<file path="src/design/rbsi_pkg.sv">
`default_nettype none
// ----------------------------------------------------------------------------
// rbsi_pkg
// Shared types and constants of the ray / box slab intersection unit.
// ----------------------------------------------------------------------------
package rbsi_pkg;

  localparam int AXES       = 3;
  localparam int DATA_W     = 32;
  localparam int DIV_BITS   = 4;
  localparam int DIV_STAGES = 13;
  localparam int NUM_W      = DIV_STAGES * DIV_BITS;
  localparam int QUO_W      = 49;
  localparam int T_W        = 51;
  localparam int ADDR_W     = 5;

  // Register indexes
  localparam logic [2:0] REG_LOW_X  = 3'd0;
  localparam logic [2:0] REG_LOW_Y  = 3'd1;
  localparam logic [2:0] REG_LOW_Z  = 3'd2;
  localparam logic [2:0] REG_HIGH_X = 3'd3;
  localparam logic [2:0] REG_HIGH_Y = 3'd4;
  localparam logic [2:0] REG_HIGH_Z = 3'd5;

  localparam logic [DATA_W-1:0] LOW_RESET  = 32'h0000_0000;
  localparam logic [DATA_W-1:0] HIGH_RESET = 32'h0001_0000;
  localparam logic [DATA_W-1:0] MISS_T     = 32'hFFFF_0000;

  // Stand-in for an unbounded slab end, above any real quotient
  localparam logic signed [T_W-1:0] T_UNB = 51'sh2_0000_0000_0000;
  localparam logic signed [T_W-1:0] T_MAX = 51'sh0_0000_7FFF_FFFF;
  localparam logic signed [T_W-1:0] T_MIN = 51'sh7_FFFF_8000_0000;

  typedef struct packed {
    logic [AXES-1:0][DATA_W-1:0] lo;
    logic [AXES-1:0][DATA_W-1:0] hi;
  } box_t;

  typedef struct packed {
    logic [AXES-1:0] neg0;
    logic [AXES-1:0] neg1;
    logic [AXES-1:0] zero;
    logic [AXES-1:0] miss;
  } side_t;

endpackage
`default_nettype wire

</file>
<file path="src/design/rbsi_cfg.sv">
`default_nettype none
// ----------------------------------------------------------------------------
// rbsi_cfg
// APB register file holding the two box corners.
// ----------------------------------------------------------------------------
module rbsi_cfg import rbsi_pkg::*; (
  input  wire logic              clk,
  input  wire logic              rst,
  input  wire logic              psel,
  input  wire logic              penable,
  input  wire logic              pwrite,
  input  wire logic [ADDR_W-1:0] paddr,
  input  wire logic [DATA_W-1:0] pwdata,
  output logic      [DATA_W-1:0] prdata,
  output logic                   pready,
  output box_t                   box
);

  logic       wr;
  logic [2:0] idx;

  assign pready = 1'b1;
  assign wr     = psel & penable & pwrite;
  assign idx    = paddr[4:2];

  // Write one corner coordinate
  always_ff @(posedge clk) begin
    if (rst) begin
      for (int a = 0; a < AXES; a++) begin
        box.lo[a] <= LOW_RESET;
        box.hi[a] <= HIGH_RESET;
      end
    end else if (wr) begin
      case (idx)
        REG_LOW_X:  box.lo[0] <= pwdata;
        REG_LOW_Y:  box.lo[1] <= pwdata;
        REG_LOW_Z:  box.lo[2] <= pwdata;
        REG_HIGH_X: box.hi[0] <= pwdata;
        REG_HIGH_Y: box.hi[1] <= pwdata;
        REG_HIGH_Z: box.hi[2] <= pwdata;
        default: ;
      endcase
    end
  end

  // Read back
  always_comb begin
    case (idx)
      REG_LOW_X:  prdata = box.lo[0];
      REG_LOW_Y:  prdata = box.lo[1];
      REG_LOW_Z:  prdata = box.lo[2];
      REG_HIGH_X: prdata = box.hi[0];
      REG_HIGH_Y: prdata = box.hi[1];
      REG_HIGH_Z: prdata = box.hi[2];
      default:    prdata = '0;
    endcase
  end

endmodule
`default_nettype wire

</file>
<file path="config.mk">
export PLATFORM = sky130hd
export DESIGN_NAME = rbsi_cfg
export DESIGN_NICKNAME = d
export VERILOG_FILES = /design/src/design/rbsi_pkg.sv /design/src/design/rbsi_cfg.sv
export SDC_FILE = /design/constraint.sdc
export NUM_CORES = 1
export LEC_CHECK = 0
export BUFFER_PORTS_ARGS = -buffer_cell sky130_fd_sc_hd__buf_2
export CELL_PAD_IN_SITES_DETAIL_PLACEMENT = 1
export CELL_PAD_IN_SITES_GLOBAL_PLACEMENT = 1
export CORE_AREA = 4 4 164 166
export DETAILED_ROUTE_END_ITERATION = 8
export DIE_AREA = 0 0 168 170
export PLACE_DENSITY_LB_ADDON = 0.1
export SLEW_MARGIN = 20
export SYNTH_ARGS = -nofsm -noshare
export SYNTH_HDL_FRONTEND = slang
export SYNTH_SLANG_ARGS = --single-unit
</file>
<file path="constraint.sdc">
create_clock -name clk -period 1.7 [get_ports clk]
set_input_delay 0.34 -clock clk [delete_from_list [all_inputs] [get_ports clk]]
set_output_delay 0.34 -clock clk [all_outputs]
set_load 0.01 [all_outputs]
</file>
==> results.toml <==
[status]
status = "finished, violations left"
violations = "negative setup slack"

[place]
place_inst = 1459
gp_congestion = 0.770
placedInstanceArea_sq_mm = 0.0113
hpwl_mm = 22.5
portBuffers = 263

[synth]
synth-seq-cells = 192
netlist.area_leader.share = 0.425
synth_xor_area_frac = 0
yosysMostFrequentCell = "nand2b_1"
syn_inst = 864
yosys.area_share.simple = 0.172
synth_edf_count = 0
synth_adder_area_share = 0
async_reset_ff_frac = 0
synth.area.top_cells = "dfxtp_1, mux2i_1, nand2b_1"
synth_compound_area_frac = 0.0684
synth.area.mux_share = 0.294
yosysWarnings = 0
syn_nets = 906
synth_area_sq_mm = 0.00905
synth_area_per_cell_sq_um = 10.5
synth_top_family_by_area = "multiplexers"
netlist_top_cells_count = "nand2b_1, mux2i_1, dfxtp_1, mux2_2, clkbuf_1"
synth.yosys.seq_area_share = 0.425
synth_flop_cell = "dfxtp_1"
synth_top_area_cell = "dfxtp_1"
synthDistinctLibCells = 28

[sta]
skew_ns = 0
rsz0062_at_grt = "yes"
relSlewSlack = 0.623
clock.fmax_mhz = 538
period_needed_ns = 1.86
period_share = 1.09
fin_setup_tns_ns = -3.68
hold_violations = 0
finalMaxSlewViolations = 0
tightestPinTransition_ns = 0.564
timing.final.ws_setup_ns = -0.160
setup_viol_count_final = 32
fin_hold_ws_ns = 0.215

[global_route]
track_usage = 0.226
grt_antenna_before_repair = 0
grt_pass1_wl_mm = 50.2
grt_max_degree = 56
overflow = 0
grt_pass1_vias = 7989

[floorplan]
dieArea_sq_mm = 0.0286
die_x_um = 168
fp.dieH_um = 170
core_sq_mm = 0.0256
start_util = 0.353
ios = 267
placementRows = 59

[clock_network]
cts-root-buf = "clkbuf_16"
cts_tree = "yes"
clk_pin_slew_ns = 0.08
cts_buffer_depth = 2
ctsHoldBuffers = 0
clk_latency_ns = 0.43
cts_sinks = 192
cts_buffers = 17
htree_levels = 4

[cells_and_area]
stdcell_count = 1544
post-route-cell-area_sq_mm = 0.0130
syn_to_final_growth_pct = 43.9
antenna_cells = 0
layout-drive-gt1-share = 0.478
nets = 1238
largest_reg_flops = 192

[setup_path]
critPathMaxStageDelay_ns = 0.15
cp-end-kind = "output pin"
crit_type = "in -> out"
crit_fanout = 5
r2r_cells = 3
cp_data_arrival_time_ns = 1.52
r2r_slack_ns = 0.94
r2r_start = "box[109]$_SDFFE_PP0P_"
critPathLaunchType = "input pin"
path_cells = "buf_12 -> buf_12 -> buf_6 -> nor2b_4 -> buf_6 -> buf_12 -> a22oi_2 -> a21oi_2 -> buf_2"
path_common_cell = "buf_12"
r2r_end = "box[109]$_SDFFE_PP0P_"
cpMaxStageDelayCell = "nor2b_4"
worstPathRequired_ns = 1.36

[pwr]
p_leak_nw = 6.71
p_per_area_mw_per_mm2 = 739
ir_worst_vdd_mv = 0.550

[routing]
vias = 7813
via_per_inst = 5.06
wl_per_cell_um = 22.2
wl_mm = 34.2
drt-initial-drc-count = 369
final_antenna_net_count = 0
drc_errors = 0
drtPass1Iterations = 6

[job]
maxCapViolCount = 0

[worst_hold_path]
holdPathEnd = "box[48]$_SDFFE_PP1P_"
hold_class = "in -> reg"
holdCritStartpoint = "pwdata[16]"
whs_path_depth = 3
==> routing by layer <==
metal / vias up / share of wire / GRT usage
met2: 177 / 0.48 / 0.372
met3: 21 / 0.054 / 0.0602
met1: 3928 / 0.46 / 0.302
li1: 3687 / - / -
met5: - / 0 / 0
met4: 0 / 0.011 / 0.0469
==> worst max-delay path, delay by kind of cell <==
family / cells / cell delay (ns)
buffers and inverters: 6 / 0.78
AOI/OAI and AO/OA: 2 / 0.24
and+or+nand+nor: 1 / 0.15
==> logic make-up (layout without fill, tap and decap cells) <==
logic type / Yosys count / count (layout)
AND/OR/NAND/NOR: 253 / 253
other: 1 / 1
AO/OA/AOI/OAI: 82 / 82
multiplexers: 259 / 259
flip-flops: 192 / 192
buffers and inverters: 77 / 422
==> layout make-up <==
type                    instances  area, sq um
fillers                      2864        12600
multi-input cells             595         5260
flip-flops and latches        192         3910
repair buffers                384         2840
clock buffers                  18          429
well taps                     335          419
clock inverters                14          149
inverters                       6         22.5
==> worst max path at each step <==
stage / start / to / slack (ns)
3_5_place_dp: paddr[3] / prdata[20] / -0.44
2_1_floorplan: paddr[2] / prdata[20] / -0.004
5_1_grt: paddr[3] / prdata[1] / -0.21
6_report: paddr[3] / prdata[1] / -0.16
3_3_place_gp: paddr[3] / prdata[20] / -0.37
4_1_cts: box[183]$_SDFFE_PP0P_ / prdata[23] / -0.16
==> power breakdown <==
group	internal, mW	switching [mW]	total [mW]	leakage, nW
combinational	0.512	0.543	1.06	4.85
clock	2.08	1.95	4.03	0.286
sequential	4.52	0.0281	4.55	1.57
==> through the flow <==
step / power [mW] / setup WS (ns) / util
6_report: 9.63 / -0.160 / 0.509
3_5_place_dp: 5.50 / -0.436 / 0.442
3_3_place_gp: 5.49 / -0.375 / 0.442
4_1_cts: 9.68 / -0.157 / 0.495
5_1_grt: 10.0 / -0.209 / 0.509
2_1_floorplan: 5.09 / -0.00447 / -
==> repair_timing <==
item / 4_1_cts / 5_1_grt
pin swaps: 23 / 20
setup buffers: 34 / 11
hold endpoints to repair: 0 / 0
gates resized for setup: 112 / 54
gates cloned: 6 / 2
setup endpoints to repair: 32 / 32
==> cells in the final DEF, fill, tap and decap left out, types with 5 or more instances in the layout <==
cell type / n
clkbuf_16: 19
nand2b_1: 226
a22oi_1: 6
a22oi_2: 15
o21ai_1: 9
a32oi_1: 8
a32oi_2: 5
buf_12: 32
buf_6: 10
buf_16: 6
nand2_2: 6
a221oi_2: 9
mux2_2: 37
buf_4: 76
a21oi_1: 10
dfxtp_1: 141
nor2_1: 5
inv_1: 6
dfxtp_2: 49
mux2_4: 16
a221o_1: 5
mux2i_1: 203
buf_2: 257
No activity file was read; power rests on OpenSTA's default activity.
