[src/design/rbsi_pkg.sv]
`default_nettype none
// ----------------------------------------------------------------------------
// rbsi_pkg
// Shared types and constants of the ray / box slab intersection unit.
// ----------------------------------------------------------------------------
package rbsi_pkg;

  localparam int AXES       = 3;
  localparam int DATA_W     = 32;
  localparam int DIV_BITS   = 4;
  localparam int DIV_STAGES = 13;
  localparam int NUM_W      = DIV_STAGES * DIV_BITS;
  localparam int QUO_W      = 49;
  localparam int T_W        = 51;
  localparam int ADDR_W     = 5;

  // Register indexes
  localparam logic [2:0] REG_LOW_X  = 3'd0;
  localparam logic [2:0] REG_LOW_Y  = 3'd1;
  localparam logic [2:0] REG_LOW_Z  = 3'd2;
  localparam logic [2:0] REG_HIGH_X = 3'd3;
  localparam logic [2:0] REG_HIGH_Y = 3'd4;
  localparam logic [2:0] REG_HIGH_Z = 3'd5;

  localparam logic [DATA_W-1:0] LOW_RESET  = 32'h0000_0000;
  localparam logic [DATA_W-1:0] HIGH_RESET = 32'h0001_0000;
  localparam logic [DATA_W-1:0] MISS_T     = 32'hFFFF_0000;

  // Stand-in for an unbounded slab end, above any real quotient
  localparam logic signed [T_W-1:0] T_UNB = 51'sh2_0000_0000_0000;
  localparam logic signed [T_W-1:0] T_MAX = 51'sh0_0000_7FFF_FFFF;
  localparam logic signed [T_W-1:0] T_MIN = 51'sh7_FFFF_8000_0000;

  typedef struct packed {
    logic [AXES-1:0][DATA_W-1:0] lo;
    logic [AXES-1:0][DATA_W-1:0] hi;
  } box_t;

  typedef struct packed {
    logic [AXES-1:0] neg0;
    logic [AXES-1:0] neg1;
    logic [AXES-1:0] zero;
    logic [AXES-1:0] miss;
  } side_t;

endpackage
`default_nettype wire

[src/design/rbsi_slab_reduce.sv]
`default_nettype none
// ----------------------------------------------------------------------------
// rbsi_slab_reduce
// Signs the quotients, orders slab pairs, reduces over the axes and
// saturates the entry parameter. Three register stages.
// ----------------------------------------------------------------------------
module rbsi_slab_reduce import rbsi_pkg::*; (
  input  wire logic                       clk,
  input  wire logic                       rst,
  input  wire logic                       en,
  input  wire logic                       in_valid,
  input  wire side_t                      side,
  input  wire logic [AXES-1:0][QUO_W-1:0] q0,
  input  wire logic [AXES-1:0][QUO_W-1:0] q1,
  output logic                            out_valid,
  output logic                            hit,
  output logic      [DATA_W-1:0]          entry_t
);

  logic                            a_valid, a_miss;
  logic signed [AXES-1:0][T_W-1:0] a_enter, a_leave;
  logic                            b_valid, b_miss;
  logic signed [T_W-1:0]           b_max_e, b_min_l;

  logic signed [AXES-1:0][T_W-1:0] enter_w, leave_w;
  logic signed [T_W-1:0]           max_w, min_w, t0, t1;

  // Sign the quotients and order each pair
  always_comb begin
    t0 = '0;
    t1 = '0;
    for (int a = 0; a < AXES; a++) begin
      t0 = $signed({2'b00, q0[a]});
      t1 = $signed({2'b00, q1[a]});
      if (side.neg0[a]) t0 = -t0;
      if (side.neg1[a]) t1 = -t1;
      if (side.zero[a]) begin
        enter_w[a] = -T_UNB;
        leave_w[a] = T_UNB;
      end else if (t0 < t1) begin
        enter_w[a] = t0;
        leave_w[a] = t1;
      end else begin
        enter_w[a] = t1;
        leave_w[a] = t0;
      end
    end
  end

  // Largest entry, smallest exit; compare each element as signed
  always_comb begin
    max_w = a_enter[0];
    min_w = a_leave[0];
    for (int a = 1; a < AXES; a++) begin
      if ($signed(a_enter[a]) > max_w) max_w = a_enter[a];
      if ($signed(a_leave[a]) < min_w) min_w = a_leave[a];
    end
  end

  // Valid bits
  always_ff @(posedge clk) begin
    if (rst) begin
      a_valid   <= 1'b0;
      b_valid   <= 1'b0;
      out_valid <= 1'b0;
    end else if (en) begin
      a_valid   <= in_valid;
      b_valid   <= a_valid;
      out_valid <= b_valid;
    end
  end

  // Payload stages
  always_ff @(posedge clk) begin
    if (en) begin
      a_miss  <= |side.miss;
      a_enter <= enter_w;
      a_leave <= leave_w;
      b_miss  <= a_miss;
      b_max_e <= max_w;
      b_min_l <= min_w;
      if (b_miss || (b_min_l < b_max_e)) begin
        hit     <= 1'b0;
        entry_t <= MISS_T;
      end else begin
        hit <= 1'b1;
        if (b_max_e > T_MAX)      entry_t <= T_MAX[DATA_W-1:0];
        else if (b_max_e < T_MIN) entry_t <= T_MIN[DATA_W-1:0];
        else                      entry_t <= b_max_e[DATA_W-1:0];
      end
    end
  end

endmodule
`default_nettype wire
[config.mk]
export PLATFORM = sky130hd
export DESIGN_NAME = rbsi_slab_reduce
export DESIGN_NICKNAME = d
export VERILOG_FILES = /design/src/design/rbsi_pkg.sv /design/src/design/rbsi_slab_reduce.sv
export SDC_FILE = /design/constraint.sdc
export NUM_CORES = 2
export LEC_CHECK = 0
export ABC_AREA = 1
export BUFFER_PORTS_ARGS = -buffer_cell sky130_fd_sc_hd__buf_2
export CORE_ASPECT_RATIO = 1.75
export CORE_MARGIN = 1
export CORE_UTILIZATION = 57
export DETAILED_ROUTE_END_ITERATION = 12
export PLACE_DENSITY = 0.77
export SYNTH_ARGS = -nofsm -noshare
export SYNTH_HDL_FRONTEND = slang
export SYNTH_SLANG_ARGS = --single-unit
export TNS_END_PERCENT = 100
[constraint.sdc]
create_clock -name clk -period 10.85 [get_ports clk]
set_input_delay 1.085 -clock clk [delete_from_list [all_inputs] [get_ports clk]]
set_output_delay 1.085 -clock clk [all_outputs]
set_load 0.02 [all_outputs]
==> results.sh <==
export IMPL_hold_viol_final=0
export IMPL_ctsResizeCount=0
export IMPL_final_cells=6823
export IMPL_syn_num_nets=6356
export IMPL_vias=40500
export IMPL_clock_root_buffer="clkbuf_16"
export IMPL_crit_arrival_ns=7.30
export IMPL_drv_slew=0
export IMPL_rsz0062_at_grt="no"
export IMPL_setup_viol=0
export IMPL_start_util_pct=57.6
export IMPL_p_leak_nw=21.4
export IMPL_ys_warn_count=0
export IMPL_slowest_delay_ns=0.57
export IMPL_path_buf_inv=5
export IMPL_fmaxAchievable_mhz=144
export IMPL_skew_ns=0.0268
export IMPL_fin_setup_tns_ns=0
export IMPL_io_buffers=343
export IMPL_cts_tree="built"
export IMPL_dr_first_iter_drc_count=4161
export IMPL_avgViaCountPerCell=5.94
export IMPL_fin_crit_sh_pct=63.9
export IMPL_required_ns=11.21
export IMPL_fp_dieH_um=355
export IMPL_peakVddDrop_mv=0.149
export IMPL_gr_total_overflow=0
export IMPL_pin_count=344
export IMPL_clock_latency_ns=0.61
export IMPL_synthesis_area_mm2=0.0406
export IMPL_synth_edf_count=443
export IMPL_synthCells=5638
export IMPL_grt_first_pass_wirelength_mm=238
export IMPL_worst_slack_ns=3.91
export IMPL_hp_class="reg2reg"
export IMPL_clk_transition_reported_paths_ns=0.07
export IMPL_final_util_pct=63.1
export IMPL_cts_sinks=446
export IMPL_worst_pin_slew_ns=1.23
export IMPL_antenna_found_initial=11
export IMPL_power_density_mw_per_mm2=190
export IMPL_cts_buffer_depth=3
export IMPL_postSynthAreaPerCell_um2=7.21
export IMPL_worstSetupStartpointType="flip-flop"
export IMPL_synthFlopType="edfxtp_1"
export IMPL_ys_async_sr_fraction_pct=0
export IMPL_die_area_mm2=0.0724
export IMPL_cp_max_fo=51
export IMPL_critPathSlowestCell="nand2_1"
export IMPL_area_delta_synth_final_pct=9.56
export IMPL_ys_seq_area_share_pct=32.9
export IMPL_crit_type="reg2reg"
export IMPL_wire_per_inst_um=24.2
export IMPL_htree_levels=2
export IMPL_dpl_cell_count=6729
export IMPL_wl_mm=165
export IMPL_grt_max_degree=167
export IMPL_cpLargestDelayFamily="compound AO/OA/AOI/OAI gates"
export IMPL_maxCapViolCount=0
export IMPL_whs_ns=0.424
export IMPL_final_antenna_net_count=0
export IMPL_fin_nets=6578
export IMPL_slew_headroom_pct=17.3
export IMPL_crit_path_end_kind="flip-flop"
export IMPL_cts_made_buffers=46
export IMPL_pre_cts_slack_ns=3.67
export IMPL_grt_pass1_vias=38900
export IMPL_layout_drive_gt1_share_pct=9.33
export IMPL_cp_common_cell="nand2_1"
export IMPL_gp_congestion=1.07
export IMPL_ys_ff_latch=446
export IMPL_coreArea_mm2=0.0705
export IMPL_synthDistinctLibCells=61
export IMPL_grt_use_total_pct=45.4
export IMPL_die_x_um=204
export IMPL_hpwl_mm=134
export IMPL_fin_crit_ns=6.94
export IMPL_post_cts_buffers=0
export IMPL_status="finished clean"
export IMPL_cts_hold_buf=0
export IMPL_fp_row_count=129
export IMPL_first_pass_iters=8
export IMPL_post_route_drc_count=0
==> layer usage <==
metal | GRT usage (%) | wire (µm)
met1 | 43.9 | 51900
met2 | 76.1 | 77500
met3 | 7.42 | 12200
met4 | 53.4 | 23900
met5 | 0 | 0
==> per-stage QoR <==
| stage | power (mW) | area, µm² |
|---|---|---|
| final | 8.46 | 44500 |
| after global routing | 8.89 | 44500 |
| after CTS | 8.30 | 44500 |
| after detailed placement | 6.63 | 42900 |
| after global placement | 6.53 | 42900 |
| after floorplan | 5.17 | 40600 |
==> layout by cell type, fill, tap and decap left out, types with 6 or more instances in the layout <==
master      netlist  routed
diode_2           0      11
buf_4             7      29
inv_6             0       6
xor2_1          220     220
a21o_1            7       7
a211oi_1         18      18
o31ai_1          13      13
o21ai_1          24      24
nor4_1           70      70
bufinv_16         0       7
nand3b_1         30      30
xnor2_1          55      55
edfxtp_1        443     443
nand4_1         118     118
nor2_1          978     978
clkinv_1          3       8
o21ai_0         335     335
inv_2             3       6
or2_2            66      66
buf_2            46     342
nor3_1           80      80
inv_1           809     808
o211ai_1         11      11
clkinv_2          0       6
o21a_1           18      18
nand3_1         378     378
ha_1            408     408
a21oi_1         235     235
o221ai_1         13      13
clkbuf_16         0      46
nand2_1        1036    1033
clkinvlp_4        0       6
==> sequential cells by signal, summed over array words and instances, names as in the netlist <==
| signal | flops |
|---|---|
| a_enter | 153 |
| a_leave | 153 |
| b_min_l | 51 |
| entry_t | 32 |
| out_valid | 1 |
| a_miss | 1 |
| a_valid | 1 |
| hit | 1 |
| b_max_e | 51 |
| b_valid | 1 |
| b_miss | 1 |
==> where the power goes <==
| group | switching (mW) | internal [mW] | total, mW | leakage [nW] |
|---|---|---|---|---|
| clock | 0.736 | 0.952 | 1.69 | 0.746 |
| sequential | 0.377 | 2.48 | 2.85 | 4.31 |
| combinational | 2.71 | 1.21 | 3.92 | 16.3 |
==> cell type report <==
type / instances / area, µm²
fill: 6560 / 26000
multi-input combinational: 4178 / 23400
sequential: 446 / 13400
inverter: 815 / 3060
timing repair buffer: 373 / 1960
clock buffer: 48 / 1160
tap: 917 / 1150
clock inverter: 35 / 398
antenna: 11 / 27.5
==> synthesized netlist by cell type, types with 18 or more instances <==
| cell | number | area, µm² |
|---|---|---|
| a21oi_1 | 235 | 1180 |
| a211oi_1 | 18 | 135 |
| inv_1 | 809 | 3040 |
| nor3_1 | 80 | 400 |
| nand4_1 | 118 | 738 |
| nor2_1 | 978 | 3670 |
| clkbuf_1 | 139 | 522 |
| buf_2 | 46 | 230 |
| xor2_1 | 220 | 1930 |
| nand2_1 | 1036 | 3890 |
| nand3b_1 | 30 | 225 |
| o21a_1 | 18 | 135 |
| xnor2_1 | 55 | 482 |
| o21ai_0 | 335 | 1680 |
| or2_2 | 66 | 413 |
| nand3_1 | 378 | 1890 |
| nor4_1 | 70 | 438 |
| ha_1 | 408 | 5100 |
| o21ai_1 | 24 | 120 |
| edfxtp_1 | 443 | 13300 |
==> worst reg2reg max path, delay by kind of cell, from the launching register on <==
family | cells | cell delay, ns
and+or+nand+nor | 11 | 1.53
buffers and inverters | 5 | 1.85
adders and majority gates | 2 | 0.58
xor gates and xnor gates | 1 | 0.15
DFF | 1 | 0.51
AOI/OAI and AO/OA | 11 | 2.08
==> cell families (layout without fill, tap and decap cells) <==
| group | after synthesis | after routing | share of synthesized area (%) |
|---|---|---|---|
| other | 0 | 11 | 0 |
| AO/OA/AOI/OAI | 711 | 711 | 9.64 |
| XOR/XNOR | 277 | 277 | 6.04 |
| adder cells (fa/ha/maj) | 408 | 408 | 12.6 |
| buffers and inverters | 1014 | 1271 | 9.61 |
| flip-flops | 446 | 446 | 32.9 |
| AND/OR/NAND/NOR | 2782 | 2782 | 29.3 |
==> path summary, 6_finish.rpt <==
path	depth (start not counted)	endpoint	slack (ns)	from
max	30	b_max_e[12]$_DFFE_PP_	3.91	a_enter[4]$_SDFFCE_PP0P_
min reg2reg	0	b_miss$_DFFE_PP_	0.42	a_miss$_DFFE_PP_
min	0	b_miss$_DFFE_PP_	0.42	a_miss$_DFFE_PP_
max reg2reg	30	b_max_e[12]$_DFFE_PP_	3.91	a_enter[4]$_SDFFCE_PP0P_
No activity file was read; power rests on OpenSTA's default activity.
